### config.mk
export PLATFORM = sky130hd
export DESIGN_NAME = windowed_pulse_rate_meter_unit_flat
export DESIGN_NICKNAME = d
export VERILOG_FILES = /design/src/sv/wprm_pkg.sv /design/src/sv/wprm_if.sv /design/src/sv/wprm_ring_mem.sv /design/src/sv/wprm_div.sv /design/src/sv/windowed_pulse_rate_meter_unit.sv /design/src/flat_wrapper.sv
export SDC_FILE = /design/constraint.sdc
export NUM_CORES = 1
export LEC_CHECK = 0
export ABC_CLOCK_PERIOD_IN_PS = 6450
export BUFFER_PORTS_ARGS = -buffer_cell sky130_fd_sc_hd__buf_4
export CAP_MARGIN = 20
export CORE_MARGIN = 4
export CORE_UTILIZATION = 45
export CTS_BUF_LIST = sky130_fd_sc_hd__clkbuf_8 sky130_fd_sc_hd__clkbuf_16
export DETAILED_ROUTE_END_ITERATION = 8
export GPL_TIMING_DRIVEN = 1
export PLACE_DENSITY = 0.62
export SLEW_MARGIN = 40
export SYNTH_ARGS = -nofsm -noshare
export SYNTH_HDL_FRONTEND = slang
export SYNTH_SLANG_ARGS = --single-unit
### constraint.sdc
create_clock -name i_clk -period 6.45 [get_ports i_clk]
set_input_delay 0.9675 -clock i_clk [delete_from_list [all_inputs] [get_ports i_clk]]
set_output_delay 0.9675 -clock i_clk [all_outputs]
set_load 0.01 [all_outputs]
### src/sv/wprm_pkg.sv
// shared types, constants and ring index helpers for the windowed pulse rate meter
// no dependencies; used by every other file of the block
`default_nettype none

package wprm_pkg;

    localparam int RING_DEPTH = 16;
    localparam int SLOT_W     = (RING_DEPTH > 1) ? $clog2(RING_DEPTH) : 1;
    localparam int STAMP_W    = 32;
    localparam int DIV_STEPS  = STAMP_W;
    localparam int DIV_CNT_W  = $clog2(DIV_STEPS);

    // 60 s/min * 1000 ms/s * 256 for the 8 fraction bits
    localparam logic [STAMP_W-1:0] PPM_Q8_SCALE = STAMP_W'(60 * 1000 * 256);
    localparam logic [STAMP_W-1:0] RESET_WINDOW = STAMP_W'(60000);

    localparam logic CMD_PULSE = 1'b0;
    localparam logic CMD_QUERY = 1'b1;

    typedef logic [SLOT_W-1:0]    t_slot;
    typedef logic [STAMP_W-1:0]   t_stamp;
    typedef logic [DIV_CNT_W-1:0] t_div_cnt;

    typedef struct packed {
        logic   start;
        t_stamp num;
        t_stamp den;
    } t_div_req;

    typedef struct packed {
        logic   done;
        t_stamp quot;
    } t_div_rsp;

    function automatic t_slot slot_after(input t_slot i);
        t_slot r;
        if (i == t_slot'(RING_DEPTH - 1)) begin
            r = '0;
        end else begin
            r = i + t_slot'(1);
        end
        return r;
    endfunction

    function automatic t_slot slot_before(input t_slot i);
        t_slot r;
        if (i == '0) begin
            r = t_slot'(RING_DEPTH - 1);
        end else begin
            r = i - t_slot'(1);
        end
        return r;
    endfunction

endpackage

`default_nettype wire

### src/sv/wprm_if.sv
// valid/ready channel interfaces for command input and result output
// depends on wprm_pkg for the stamp type
`default_nettype none

interface wprm_in_if;
    logic              valid;
    logic              ready;
    logic              command;
    wprm_pkg::t_stamp  now_ms;

    modport source (output valid, output command, output now_ms, input ready);
    modport sink   (input valid, input command, input now_ms, output ready);
endinterface

interface wprm_out_if;
    logic              valid;
    logic              ready;
    wprm_pkg::t_stamp  rate_ppm_q8;
    wprm_pkg::t_stamp  total_pulses;
    logic              no_recent_pulse;

    modport source (output valid, output rate_ppm_q8, output total_pulses,
                    output no_recent_pulse, input ready);
    modport sink   (input valid, input rate_ppm_q8, input total_pulses,
                    input no_recent_pulse, output ready);
endinterface

`default_nettype wire

### src/sv/wprm_ring_mem.sv
// time stamp ring: one write port, one read port, registered read data
// depends on wprm_pkg
`default_nettype none

module wprm_ring_mem (
    input  wire logic              i_clk,
    input  wire logic              i_wr_en,
    input  wire wprm_pkg::t_slot   i_wr_addr,
    input  wire wprm_pkg::t_stamp  i_wr_data,
    input  wire wprm_pkg::t_slot   i_rd_addr,
    output wprm_pkg::t_stamp       o_rd_data
);

    wprm_pkg::t_stamp r_mem [wprm_pkg::RING_DEPTH];
    wprm_pkg::t_stamp r_rd_data;

    always_ff @(posedge i_clk) begin
        if (i_wr_en) begin
            r_mem[i_wr_addr] <= i_wr_data;
        end
        r_rd_data <= r_mem[i_rd_addr];
    end

    assign o_rd_data = r_rd_data;

endmodule

`default_nettype wire

### src/sv/wprm_div.sv
// restoring divider, one quotient bit per cycle
// depends on wprm_pkg; a zero divisor yields an all ones quotient
`default_nettype none

module wprm_div (
    input  wire logic               i_clk,
    input  wire logic               i_rst_n,
    input  wire wprm_pkg::t_div_req i_req,
    output wprm_pkg::t_div_rsp      o_rsp
);

    logic               r_busy;
    logic               r_done;
    wprm_pkg::t_div_cnt r_cnt;
    wprm_pkg::t_stamp   r_rem;
    wprm_pkg::t_stamp   r_quo;
    wprm_pkg::t_stamp   r_den;

    logic [wprm_pkg::STAMP_W:0] w_shift;
    logic [wprm_pkg::STAMP_W:0] w_diff;
    logic                       w_ge;

    assign w_shift = {r_rem, r_quo[wprm_pkg::STAMP_W-1]};
    assign w_diff  = w_shift - {1'b0, r_den};
    assign w_ge    = (w_shift >= {1'b0, r_den});

    always_ff @(posedge i_clk) begin
        if (i_req.start) begin
            r_rem <= '0;
            r_quo <= i_req.num;
            r_den <= i_req.den;
        end else if (r_busy) begin
            r_rem <= w_ge ? w_diff[wprm_pkg::STAMP_W-1:0]
                          : w_shift[wprm_pkg::STAMP_W-1:0];
            r_quo <= {r_quo[wprm_pkg::STAMP_W-2:0], w_ge};
        end

        if (!i_rst_n) begin
            r_busy <= 1'b0;
            r_done <= 1'b0;
            r_cnt  <= '0;
        end else begin
            r_done <= 1'b0;
            if (i_req.start) begin
                r_busy <= 1'b1;
                r_cnt  <= '0;
            end else if (r_busy) begin
                r_cnt <= r_cnt + wprm_pkg::t_div_cnt'(1);
                if (r_cnt == wprm_pkg::t_div_cnt'(wprm_pkg::DIV_STEPS - 1)) begin
                    r_busy <= 1'b0;
                    r_done <= 1'b1;
                end
            end
        end
    end

    assign o_rsp.done = r_done;
    assign o_rsp.quot = r_quo;

endmodule

`default_nettype wire

### src/sv/windowed_pulse_rate_meter_unit.sv
// pulse transfer: stamp written to the ring when taken, next transfer may follow at once
// query: head check, walk back from the newest stamp, oldest read when the ring is full,
//   divider (start, steps, done), result load; input ready again once the result is loaded;
//   a stale head goes straight to the result load
// one item at a time; a finished result waits in the output register; synchronous active-low
//   reset clears valid bits, ring pointer and total and sets the window to 60000; needs wprm_* files
`default_nettype none

module windowed_pulse_rate_meter_unit (
    input  wire logic            i_clk,
    input  wire logic            i_rst_n,
    input  wire logic            i_cfg_wr_en,
    input  wire wprm_pkg::t_stamp i_cfg_wr_data,
    wprm_in_if.sink              i_in,
    wprm_out_if.source           o_out
);

    typedef enum logic [2:0] {
        S_IDLE,
        S_WALK,
        S_REF,
        S_DIV,
        S_RESP
    } t_state;

    t_state r_state, n_state;

    wprm_pkg::t_stamp                    r_window, n_window;
    logic [wprm_pkg::RING_DEPTH-1:0]     r_valid, n_valid;
    wprm_pkg::t_slot                     r_newest, n_newest;
    logic                                r_any, n_any;
    wprm_pkg::t_stamp                    r_total, n_total;
    wprm_pkg::t_stamp                    r_now, n_now;
    wprm_pkg::t_slot                     r_cur, n_cur;
    logic                                r_first, n_first;
    wprm_pkg::t_stamp                    r_num, n_num;
    wprm_pkg::t_stamp                    r_den, n_den;
    logic                                r_div_start, n_div_start;
    logic                                r_nrp, n_nrp;
    logic                                r_out_valid, n_out_valid;
    wprm_pkg::t_stamp                    r_out_rate, n_out_rate;
    wprm_pkg::t_stamp                    r_out_total, n_out_total;
    logic                                r_out_nrp, n_out_nrp;

    logic               w_accept;
    logic               w_wr_en;
    wprm_pkg::t_slot    w_wr_addr;
    wprm_pkg::t_slot    w_rd_addr;
    wprm_pkg::t_stamp   w_rd_data;
    wprm_pkg::t_stamp   w_age;
    wprm_pkg::t_slot    w_pulse_slot;
    wprm_pkg::t_div_req w_div_req;
    wprm_pkg::t_div_rsp w_div_rsp;

    wprm_ring_mem u_ring (
        .i_clk     (i_clk),
        .i_wr_en   (w_wr_en),
        .i_wr_addr (w_wr_addr),
        .i_wr_data (i_in.now_ms),
        .i_rd_addr (w_rd_addr),
        .o_rd_data (w_rd_data)
    );

    assign w_div_req.start = r_div_start;
    assign w_div_req.num   = r_num;
    assign w_div_req.den   = r_den;

    wprm_div u_div (
        .i_clk   (i_clk),
        .i_rst_n (i_rst_n),
        .i_req   (w_div_req),
        .o_rsp   (w_div_rsp)
    );

    assign i_in.ready   = (r_state == S_IDLE);
    assign w_accept     = i_in.valid && i_in.ready;
    assign w_age        = r_now - w_rd_data;
    assign w_pulse_slot = r_any ? wprm_pkg::slot_after(r_newest) : '0;
    assign w_wr_addr    = w_pulse_slot;

    always_comb begin
        n_state     = r_state;
        n_window    = r_window;
        n_valid     = r_valid;
        n_newest    = r_newest;
        n_any       = r_any;
        n_total     = r_total;
        n_now       = r_now;
        n_cur       = r_cur;
        n_first     = r_first;
        n_num       = r_num;
        n_den       = r_den;
        n_div_start = 1'b0;
        n_nrp       = r_nrp;
        n_out_valid = r_out_valid;
        n_out_rate  = r_out_rate;
        n_out_total = r_out_total;
        n_out_nrp   = r_out_nrp;
        w_wr_en     = 1'b0;
        w_rd_addr   = r_newest;

        if (i_cfg_wr_en) begin
            n_window = i_cfg_wr_data;
        end
        if (r_out_valid && o_out.ready) begin
            n_out_valid = 1'b0;
        end

        unique case (r_state)
            S_IDLE: begin
                if (w_accept) begin
                    if (i_in.command == wprm_pkg::CMD_PULSE) begin
                        w_wr_en               = 1'b1;
                        n_valid[w_pulse_slot] = 1'b1;
                        n_newest              = w_pulse_slot;
                        n_any                 = 1'b1;
                        n_total               = r_total + wprm_pkg::t_stamp'(1);
                    end else begin
                        // head read issued now, its data is checked in the first walk cycle
                        n_now   = i_in.now_ms;
                        n_cur   = r_newest;
                        n_first = 1'b1;
                        n_num   = '0;
                        n_state = S_WALK;
                    end
                end
            end
            S_WALK: begin
                if (r_first) begin
                    n_first = 1'b0;
                    if (!r_valid[r_cur] || (w_age > r_window)) begin
                        n_nrp   = 1'b1;
                        n_state = S_RESP;
                    end else begin
                        n_num     = wprm_pkg::PPM_Q8_SCALE;
                        n_cur     = wprm_pkg::slot_before(r_cur);
                        w_rd_addr = wprm_pkg::slot_before(r_cur);
                    end
                end else if (r_cur == r_newest) begin
                    // every slot counted: reference is the oldest stamp
                    w_rd_addr = wprm_pkg::slot_after(r_newest);
                    n_state   = S_REF;
                end else if (r_valid[r_cur] && (w_age < r_window)) begin
                    n_num     = r_num + wprm_pkg::PPM_Q8_SCALE;
                    n_cur     = wprm_pkg::slot_before(r_cur);
                    w_rd_addr = wprm_pkg::slot_before(r_cur);
                end else begin
                    // an empty slot stands for time zero
                    n_den       = r_valid[r_cur] ? w_age : r_now;
                    n_div_start = 1'b1;
                    n_nrp       = 1'b0;
                    n_state     = S_DIV;
                end
            end
            S_REF: begin
                n_den       = w_age;
                n_div_start = 1'b1;
                n_nrp       = 1'b0;
                n_state     = S_DIV;
            end
            S_DIV: begin
                if (w_div_rsp.done) begin
                    n_state = S_RESP;
                end
            end
            S_RESP: begin
                if (!r_out_valid || o_out.ready) begin
                    n_out_valid = 1'b1;
                    n_out_rate  = r_nrp ? '0 : w_div_rsp.quot;
                    n_out_total = r_total;
                    n_out_nrp   = r_nrp;
                    n_state     = S_IDLE;
                end
            end
            default: begin
                n_state = S_IDLE;
            end
        endcase
    end

    always_ff @(posedge i_clk) begin
        r_now       <= n_now;
        r_cur       <= n_cur;
        r_first     <= n_first;
        r_num       <= n_num;
        r_den       <= n_den;
        r_nrp       <= n_nrp;
        r_out_rate  <= n_out_rate;
        r_out_total <= n_out_total;
        r_out_nrp   <= n_out_nrp;
        if (!i_rst_n) begin
            r_state     <= S_IDLE;
            r_window    <= wprm_pkg::RESET_WINDOW;
            r_valid     <= '0;
            r_newest    <= '0;
            r_any       <= 1'b0;
            r_total     <= '0;
            r_div_start <= 1'b0;
            r_out_valid <= 1'b0;
        end else begin
            r_state     <= n_state;
            r_window    <= n_window;
            r_valid     <= n_valid;
            r_newest    <= n_newest;
            r_any       <= n_any;
            r_total     <= n_total;
            r_div_start <= n_div_start;
            r_out_valid <= n_out_valid;
        end
    end

    assign o_out.valid           = r_out_valid;
    assign o_out.rate_ppm_q8     = r_out_rate;
    assign o_out.total_pulses    = r_out_total;
    assign o_out.no_recent_pulse = r_out_nrp;

`ifndef NO_ASSERTIONS
    a_nrp_zero_rate: assert property (@(posedge i_clk) disable iff (!i_rst_n)
        (o_out.valid && o_out.no_recent_pulse) |-> (o_out.rate_ppm_q8 == '0))
        else $error("no recent pulse reported with nonzero rate");

    a_pulse_total: assert property (@(posedge i_clk) disable iff (!i_rst_n)
        (w_accept && (i_in.command == wprm_pkg::CMD_PULSE))
            |=> (r_total == $past(r_total) + wprm_pkg::t_stamp'(1)))
        else $error("pulse transfer did not advance the total");

    a_newest_valid: assert property (@(posedge i_clk) disable iff (!i_rst_n)
        (w_accept && (i_in.command == wprm_pkg::CMD_PULSE)) |=> r_valid[r_newest])
        else $error("newest slot not marked valid after a pulse");

    a_div_done_state: assert property (@(posedge i_clk) disable iff (!i_rst_n)
        w_div_rsp.done |-> (r_state == S_DIV))
        else $error("divider finished outside the divide state");
`endif

endmodule

`default_nettype wire
### src/flat_wrapper.sv
// flat-port wrapper written by rule: the top's interface ports become plain ports
module windowed_pulse_rate_meter_unit_flat 
  (i_clk, i_rst_n, i_cfg_wr_en, i_cfg_wr_data, i_in_valid, i_in_command, i_in_now_ms, i_in_ready, o_out_valid, o_out_rate_ppm_q8, o_out_total_pulses, o_out_no_recent_pulse, o_out_ready);
  wprm_in_if i_in_i ();
  wprm_out_if o_out_i ();
  input  wire logic i_clk;
  input  wire logic i_rst_n;
  input  wire logic i_cfg_wr_en;
  input  wire wprm_pkg::t_stamp i_cfg_wr_data;
  input wire logic [$bits(i_in_i.valid)-1:0] i_in_valid;
  input wire logic [$bits(i_in_i.command)-1:0] i_in_command;
  input wire logic [$bits(i_in_i.now_ms)-1:0] i_in_now_ms;
  output wire logic [$bits(i_in_i.ready)-1:0] i_in_ready;
  output wire logic [$bits(o_out_i.valid)-1:0] o_out_valid;
  output wire logic [$bits(o_out_i.rate_ppm_q8)-1:0] o_out_rate_ppm_q8;
  output wire logic [$bits(o_out_i.total_pulses)-1:0] o_out_total_pulses;
  output wire logic [$bits(o_out_i.no_recent_pulse)-1:0] o_out_no_recent_pulse;
  input wire logic [$bits(o_out_i.ready)-1:0] o_out_ready;
  assign i_in_i.valid = i_in_valid;
  assign i_in_i.command = i_in_command;
  assign i_in_i.now_ms = i_in_now_ms;
  assign i_in_ready = i_in_i.ready;
  assign o_out_valid = o_out_i.valid;
  assign o_out_rate_ppm_q8 = o_out_i.rate_ppm_q8;
  assign o_out_total_pulses = o_out_i.total_pulses;
  assign o_out_no_recent_pulse = o_out_i.no_recent_pulse;
  assign o_out_i.ready = o_out_ready;
  windowed_pulse_rate_meter_unit u_core (.i_clk(i_clk), .i_rst_n(i_rst_n), .i_cfg_wr_en(i_cfg_wr_en), .i_cfg_wr_data(i_cfg_wr_data), .i_in(i_in_i), .o_out(o_out_i));
endmodule
---- Word level (Yosys, flattened, before mapping) ----
Memories as Yosys holds them, arrays and structs flattened. A register that Yosys moved wholly into a read port is not among the register bits.
Index checks and enable logic that the tools add are counted.
word-level totals
  RAM bits ................................ 512
  bits in latches ......................... 0
  input port bits ......................... 70
  ROM bits ................................ 0
  logic and storage cells ................. 151
  register bits after elaboration ......... 360
  output and inout port bits .............. 67
  memories kept ........................... 1
operators by class
  reduce and logical (&&, ||, !) cells .... 23
  magnitude comparators ................... 6
  shift operators ......................... 0
  bitwise logic cells ..................... 4
  eq/ne operators ......................... 20
  $add $sub $neg .......................... 7
  $mul .................................... 0
  mux-type cells .......................... 67
  divide/modulo/power cells ............... 0
memory list
  name                 depth  bits a word  rd ports  clocked after memory_dff  write ports  line                 text
  u_core.u_ring.r_mem  16     32           1         1                         1            wprm_ring_mem.sv:14  wprm_pkg::t_stamp r_mem [wprm_pkg::RING_DEPTH];
operators with widths
  kind                                                  count
  2-to-1 mux 32 bit                                     13
  one-hot mux 32 bit (2 select lines)                   2
  subtractor 32 bit                                     2
  2-to-1 mux 4 bit                                      14
  >= comparator 33 x 32 -> 1 bit                        1
  adder 32 x 1 -> 32 bit (second input constant)        1
  adder 32 x 24 -> 32 bit (second input constant)       1
  > comparator 32 bit                                   1
  < comparator 32 bit                                   1
  2-to-1 mux 3 bit                                      8
  2-to-1 mux 1 bit                                      23
  bitwise OR 16 bit                                     1
  one-hot mux 3 bit (5 select lines)                    1
  != test 2 bit (second input constant)                 6
  AND reduction 6 bit                                   2
  < comparator 4 x 5 -> 1 bit (second input constant)   2
  AND reduction 3 bit                                   3
  one-hot mux 4 bit (2 select lines)                    1
  AND reduction 4 bit                                   2
  equality test 3 x 2 -> 1 bit (second input constant)  2
  != test 3 x 2 -> 1 bit (second input constant)        2
  != test 3 bit (second input constant)                 2
  one-hot mux 1 bit (2 select lines)                    3
  nonzero test 2 bit                                    3
  23 further kinds                                      30

---- Logic depth before layout (Yosys ltp) ----
  depth after elaboration ................. 8
  mapped depth ............................ 27
  depth with buffers taken out ............ 24

---- Hierarchy ----
Synthesis repeated with hierarchy kept, for this count alone.
second synthesis, totals
  cells, all modules ...................... 2564
  area, all modules ....................... 38127.8 um^2
by module, submodules not included
  module                          times used  cells each  seq. area each (um^2)  area an instance (um^2)
  wprm_ring_mem                   1           838         16015.4                19835.3
  windowed_pulse_rate_meter_unit  1           1139        6426.2                 12410.7
  wprm_div                        1           587         2702.6                 5881.9

---- Worst setup path after synthesis ----
No wires, ideal clock.
  path kind ............................... reg-to-reg
  from .................................... register u_core.r_now[0]
  to ...................................... register u_core.r_den[0] (enable)
  required time ........................... 6017 ps
  library setup time ...................... 433 ps
  path buffers ............................ 0
  period minus slack after synthesis ...... 6336 ps
  arrival ................................. 5903 ps
  path slack .............................. 114 ps
  cell stages (with the launch flop) ...... 21
  path through ............................ edfxtp_1 inv_1 ha_1 inv_1 fa_1 a21o_1 a21oi_1 o21ai_0 a211o_1 nand2_1 o21ba_2 o21ai_0 o41ai_1 xnor2_1 ha_1 nand4_1 nor4_2 o31a_1 nor2_1 or4_1 a21oi_1
between the ends
  longest elaborated chain between the ends .. 5
ends and longest elaborated chain
  what                           line                                   text
  start: declaration             windowed_pulse_rate_meter_unit.sv:33   wprm_pkg::t_stamp r_now, n_now;
  start signal: assignment       windowed_pulse_rate_meter_unit.sv:182  r_now <= n_now;
  subtractor 32 bit              windowed_pulse_rate_meter_unit.sv:77   assign w_age = r_now - w_rd_data;
  < comparator 32 bit            windowed_pulse_rate_meter_unit.sv:143  end else if (r_valid[r_cur] && (w_age < r_window)) begin
  logical AND 1 bit              windowed_pulse_rate_meter_unit.sv:143
  != test 2 bit (no line)        n/a
  AND reduction 4 bit (no line)  n/a
  end signal: assignment         windowed_pulse_rate_meter_unit.sv:186  r_den <= n_den;
  end: declaration               windowed_pulse_rate_meter_unit.sv:37   wprm_pkg::t_stamp r_den, n_den;
No other way between the ends.
A chain may end at the register's enable or synchronous reset.

---- Worst setup path after layout ----
  from .................................... register u_core.r_now[1]
  to ...................................... register u_core.u_ring.r_rd_data[24] (netlist: u_core.u_ring.o_rd_data[24]) (read register of u_core.u_ring.r_mem)
between the ends
  longest elaborated chain between the ends .. 7
  elaborated cells on any way between the ends .. 10
  those cells by class .................... add/sub (1); order compare (2); mux (5); reduce/logical (2)
ends and longest elaborated chain
  what                   line                                   text
  subtractor 32 bit (*)  windowed_pulse_rate_meter_unit.sv:77
  < comparator 32 bit    windowed_pulse_rate_meter_unit.sv:143
  logical AND 1 bit      windowed_pulse_rate_meter_unit.sv:143
  2-to-1 mux 4 bit       windowed_pulse_rate_meter_unit.sv:143
  2-to-1 mux 4 bit       windowed_pulse_rate_meter_unit.sv:139  end else if (r_cur == r_newest) begin
  2-to-1 mux 4 bit (*)   windowed_pulse_rate_meter_unit.sv:129  if (r_first) begin
  2-to-1 mux 4 bit (*)   windowed_pulse_rate_meter_unit.sv:109  unique case (r_state)
  end: declaration       wprm_ring_mem.sv:15                    wprm_pkg::t_stamp r_rd_data;
Every way passes the cells marked *; elsewhere a longest branch is shown, timed or not.

==> impl_metrics.env <==
export IMPL_worstSetupEndpointType="flip-flop"
export IMPL_std_cell_rows=107
export IMPL_detail_route_iter0_violations=2301
export IMPL_via_count_of_the_first_global_routing_pass=25546
export IMPL_initial_cell_density_of_the_core_pct=45.6
export IMPL_postSynthAreaPerCell_um2=12.8
export IMPL_number_of_enable_flip_flop_cells_after_synthesis=730
export IMPL_run_status="completed"
export IMPL_cts_tree="yes"
export IMPL_worst_skew_pair_late_latency_ns=0.66
export IMPL_hold_end="u_core.u_div.r_den[14]"
export IMPL_synth_compound_area_share_pct=9.38
export IMPL_crit_required_ns=7.00
export IMPL_min_path_type="flip-flop to flip-flop"
export IMPL_fin_cells=4445
export IMPL_tightest_slew_ns=0.856
export IMPL_fin_nets=3395
export IMPL_vertical_die_dimension_um=303
export IMPL_die_area_um2=91500
export IMPL_yosys_area_top_type_share_pct=56.2
export IMPL_ff_latch_area_um2=25100
export IMPL_finalSetupViolCount=0
export IMPL_fmax_mhz=160
export IMPL_grtUsageTotal_pct=21.0
export IMPL_cts_reportedPaths_clkPinSlew_ns=0.06
export IMPL_timing_clock_skew_ns=0.0396
export IMPL_post_synth_main_area_contributors="sky130_fd_sc_hd__edfxtp_1, sky130_fd_sc_hd__dfxtp_1, sky130_fd_sc_hd__ha_1, sky130_fd_sc_hd__nand4_1, sky130_fd_sc_hd__nand2_1"
export IMPL_netlist_instances=3058
export IMPL_syn_num_nets=3232
export IMPL_swShare_pct=28.6
export IMPL_layout_area_overhead_vs_synth_pct=15.8
export IMPL_power_leakage_nw=16.1
export IMPL_slew_margin_rel_pct=42.9
export IMPL_final_min_period_over_clock_period_pct=96.6
export IMPL_share_of_synthesized_area_spent_on_multiplexers_pct=4.14
export IMPL_timing_critical_path_from_type="flip-flop"
export IMPL_r2r_start="u_core.r_now[1]"
export IMPL_dp_final_hpwl_mm=60.9
export IMPL_timing_critical_path_fanout_max=16
export IMPL_postLayoutCoreUtil_pct=52.8
export IMPL_clockRootBuffer="sky130_fd_sc_hd__clkbuf_16"
export IMPL_area_of_the_multi_input_gates_um2=12900
export IMPL_combinational_power_share_pct=20.5
export IMPL_power_per_cell_area_nw_per_um2=335
export IMPL_yosys_area_share_simple_pct=13.3
export IMPL_synthesis_area_um2=39000
export IMPL_placed_cells_incl_taps=4266
export IMPL_cp_arrival_ns=6.78
export IMPL_initial_antenna_violation_count=1
export IMPL_die_w_um=303
export IMPL_post_route_drc_count=0
export IMPL_report_final_slew_viol_count=0
export IMPL_rr_worst_depth=27
export IMPL_timing_rr_end="u_core.u_ring.o_rd_data[24]"
export IMPL_power_frac_seq_pct=44.2
export IMPL_finalWeightedCongestion=0.875
export IMPL_synth_async_sr_flop_share_pct=0
export IMPL_cts_htree_levels=3
export IMPL_timing_setup_tns_ns=0
export IMPL_routedWlPerCell_um=22.1
export IMPL_n_fill_cell=7047
export IMPL_ios=137
export IMPL_synth_ff_latch_count=891
export IMPL_synthesized_area_fraction_occupied_by_adder_cells_pct=3.37
export IMPL_fin_hold_ws_ns=0.417
export IMPL_drive_gt1_share_pct=16.4
export IMPL_switchingPower_mw=4.33
export IMPL_holdPathStages=0
export IMPL_intPower_mw=10.8
export IMPL_globalRouteOverflowTotal=0
export IMPL_synthDominantAreaCellType="sky130_fd_sc_hd__edfxtp_1"
export IMPL_combinational_family_with_the_most_area_after_synthesis="simple AND/OR/NAND/NOR gates"
export IMPL_port_buffer_count=136
export IMPL_drv_max_cap_violation_count=0
export IMPL_placeable_core_area_um2=85500
export IMPL_synth_xor_area_share_pct=2.13
export IMPL_peakVddDrop_uv=199
export IMPL_final_period_minus_worst_setup_slack_ns=6.23
export IMPL_crit_type="flip-flop to flip-flop"
export IMPL_clock_power_share_pct=35.3
export IMPL_grt_max_degree=65
export IMPL_synth_distinct_cells=86
export IMPL_vias_per_inst=5.78
export IMPL_number_of_clock_buffers_inserted_by_tritoncts=93
export IMPL_reg2reg_setup_slack_ns=0.22
export IMPL_clkSinkCount=891
export IMPL_grt_first_pass_wirelength_mm=150
export IMPL_postRouteWirelength_mm=98.3
export IMPL_yosysSeqAreaShare_pct=64.4
export IMPL_dr_total_vias=25681
export IMPL_antenna_left=0
export IMPL_clock_tree_buffer_depth=3
export IMPL_worst_hold_startpoint="u_core.r_den[14]"
export IMPL_ys_flop_type="sky130_fd_sc_hd__edfxtp_1"
export IMPL_synth_warning_count=0
export IMPL_timing_hold_violations_final=0
export IMPL_power_total_mw=15.1
export IMPL_drt_first_pass_iters=6
power groups by stage:
stage	logic, mW	registers, mW	clock network (mW)
after global routing	3.45	6.72	5.70
after global placement	2.94	6.81	0
after detailed placement	3.03	6.81	0
after CTS	3.05	6.69	5.45
final	3.11	6.69	5.34
after floorplan	2.16	6.74	0
cell usage after synthesis, drive strengths merged, types with 40 or more instances:
cell type	n
dfxtp	161
a32o	64
nor3	58
o21a	40
mux2i	94
a21oi	93
edfxtp	730
o21ai	189
nor2	119
clkbuf	110
ha	102
inv	126
nor2b	84
mux2	50
buf	61
nand4	181
nand2	254
nand3	170
xnor2	62
registers in the layout, summed over array words and instances, names as in the netlist, 3 cells and up:
| name | cells |
|---|---|
| u_core.u_ring.r_mem | 512 |
| u_core.o_out.rate_ppm_q8 | 32 |
| u_core.o_out.total_pulses | 32 |
| u_core.r_den | 32 |
| u_core.r_now | 32 |
| u_core.r_total | 32 |
| u_core.r_window | 32 |
| u_core.u_div.r_den | 32 |
| u_core.u_div.r_quo | 32 |
| u_core.u_div.r_rem | 32 |
| u_core.u_ring.o_rd_data | 32 |
| u_core.r_num | 19 |
| u_core.r_valid | 16 |
| u_core.u_div.r_cnt | 5 |
| u_core.r_cur | 4 |
| u_core.r_newest | 4 |
| u_core.r_state | 3 |
stage by stage:
stage               worst slack [ns]  cell area, um2
floorplan                      0.114           39000
global placement             -0.0806           41900
detailed placement            -0.128           41900
CTS                           0.0377           45000
global route                  -0.139           45200
finish                         0.219           45200
logic make-up (layout without fill, tap and decap cells):
group                      Yosys count  after routing
other                                0              1
AOI/OAI and AO/OA                  540            540
DFF                                891            891
xor gates and xnor gates            93             93
and+or+nand+nor                    984            984
muxes                              149            149
buffers and inverters              297            539
adders and majority gates          104            104
worst max-delay path by stage:
stage	startpoint	slack (ns)	to
4_1_cts	u_core.r_now[5]	0.04	u_core.u_ring.o_rd_data[7]
3_5_place_dp	u_core.r_now[6]	-0.13	u_core.u_ring.o_rd_data[31]
3_3_place_gp	u_core.r_now[0]	-0.08	u_core.u_ring.o_rd_data[26]
5_1_grt	u_core.r_now[1]	-0.14	u_core.u_ring.o_rd_data[15]
2_1_floorplan	u_core.r_now[0]	0.11	u_core.r_den[0]
6_report	u_core.r_now[1]	0.22	u_core.u_ring.o_rd_data[24]
cell usage in the layout, fill, tap and decap left out, types with 14 or more instances in the layout:
| cell | n |
|---|---|
| sky130_fd_sc_hd__nor3_1 | 24 |
| sky130_fd_sc_hd__nand2b_1 | 15 |
| sky130_fd_sc_hd__a211oi_1 | 18 |
| sky130_fd_sc_hd__edfxtp_1 | 730 |
| sky130_fd_sc_hd__inv_1 | 143 |
| sky130_fd_sc_hd__buf_12 | 20 |
| sky130_fd_sc_hd__nand2_1 | 250 |
| sky130_fd_sc_hd__o21ai_0 | 182 |
| sky130_fd_sc_hd__or3_1 | 19 |
| sky130_fd_sc_hd__mux2_2 | 50 |
| sky130_fd_sc_hd__clkinv_2 | 17 |
| sky130_fd_sc_hd__nand4_1 | 179 |
| sky130_fd_sc_hd__nor3_2 | 30 |
| sky130_fd_sc_hd__nor2_1 | 99 |
| sky130_fd_sc_hd__a21oi_1 | 89 |
| sky130_fd_sc_hd__a32o_1 | 64 |
| sky130_fd_sc_hd__mux2i_1 | 93 |
| sky130_fd_sc_hd__nor2_4 | 17 |
| sky130_fd_sc_hd__nand3_1 | 170 |
| sky130_fd_sc_hd__buf_4 | 210 |
| sky130_fd_sc_hd__o21a_1 | 39 |
| sky130_fd_sc_hd__and2_1 | 34 |
| sky130_fd_sc_hd__clkbuf_16 | 96 |
| sky130_fd_sc_hd__ha_1 | 102 |
| sky130_fd_sc_hd__xor2_1 | 30 |
| sky130_fd_sc_hd__o211ai_1 | 17 |
| sky130_fd_sc_hd__a21o_1 | 26 |
| sky130_fd_sc_hd__and3_1 | 14 |
| sky130_fd_sc_hd__a311oi_1 | 20 |
| sky130_fd_sc_hd__nor2b_1 | 84 |
| sky130_fd_sc_hd__xnor2_1 | 62 |
| sky130_fd_sc_hd__dfxtp_1 | 159 |
critical path, cell delays in order (launching register included):
cell                        delay [ns]
sky130_fd_sc_hd__edfxtp_1         0.40
sky130_fd_sc_hd__ha_1             0.29
sky130_fd_sc_hd__nor2b_1          0.22
sky130_fd_sc_hd__o2111ai_2        0.15
sky130_fd_sc_hd__a31o_2           0.27
sky130_fd_sc_hd__o21ai_0          0.38
sky130_fd_sc_hd__a41oi_2          0.24
sky130_fd_sc_hd__o21ai_2          0.26
sky130_fd_sc_hd__o211ai_1         0.18
sky130_fd_sc_hd__o21ai_0          0.20
sky130_fd_sc_hd__a21oi_1          0.09
sky130_fd_sc_hd__xor3_1           0.20
sky130_fd_sc_hd__ha_1             0.30
sky130_fd_sc_hd__nand4_1          0.16
sky130_fd_sc_hd__buf_4            0.18
sky130_fd_sc_hd__nor4_2           0.25
sky130_fd_sc_hd__buf_4            0.19
sky130_fd_sc_hd__nand4_2          0.11
sky130_fd_sc_hd__or2_4            0.29
sky130_fd_sc_hd__a21boi_1         0.14
sky130_fd_sc_hd__o31a_2           0.32
sky130_fd_sc_hd__buf_4            0.16
sky130_fd_sc_hd__a211oi_4         0.26
sky130_fd_sc_hd__buf_12           0.18
sky130_fd_sc_hd__buf_6            0.26
sky130_fd_sc_hd__nand4_1          0.13
sky130_fd_sc_hd__nand4_1          0.24
sky130_fd_sc_hd__nor3_2           0.07
layer usage:
layer | global-route usage [%] | part of all wire (%) | wire [um] | vias to the layer above
met5 | 0 | 0 | 0 | -
met4 | 6.56 | 2.4 | 2370 | 0
met3 | 2.99 | 6.7 | 6580 | 158
met2 | 33.9 | 47 | 46500 | 888
met1 | 29.5 | 44 | 42900 | 12786
li1 | - | - | - | 11849
final cells by class:
type	instances	area share, %
Tap cell	1144	3.17
Clock buffer	103	5.48
Antenna cell	1	0.00553
Inverter	126	1.05
Clock inverter	71	1.41
Multi-Input combinational cell	1870	28.6
Timing Repair Buffer	239	4.71
Sequential cell	891	55.6
what timing repair did:
action,in CTS,in global routing
buffers inserted,0,1
pin swaps,0,9
gates cloned,0,3
hold buffers,0,0
endpoints found under the setup margin,32,32
gates resized for setup,3,22
No activity file was read; power rests on OpenSTA's default activity.
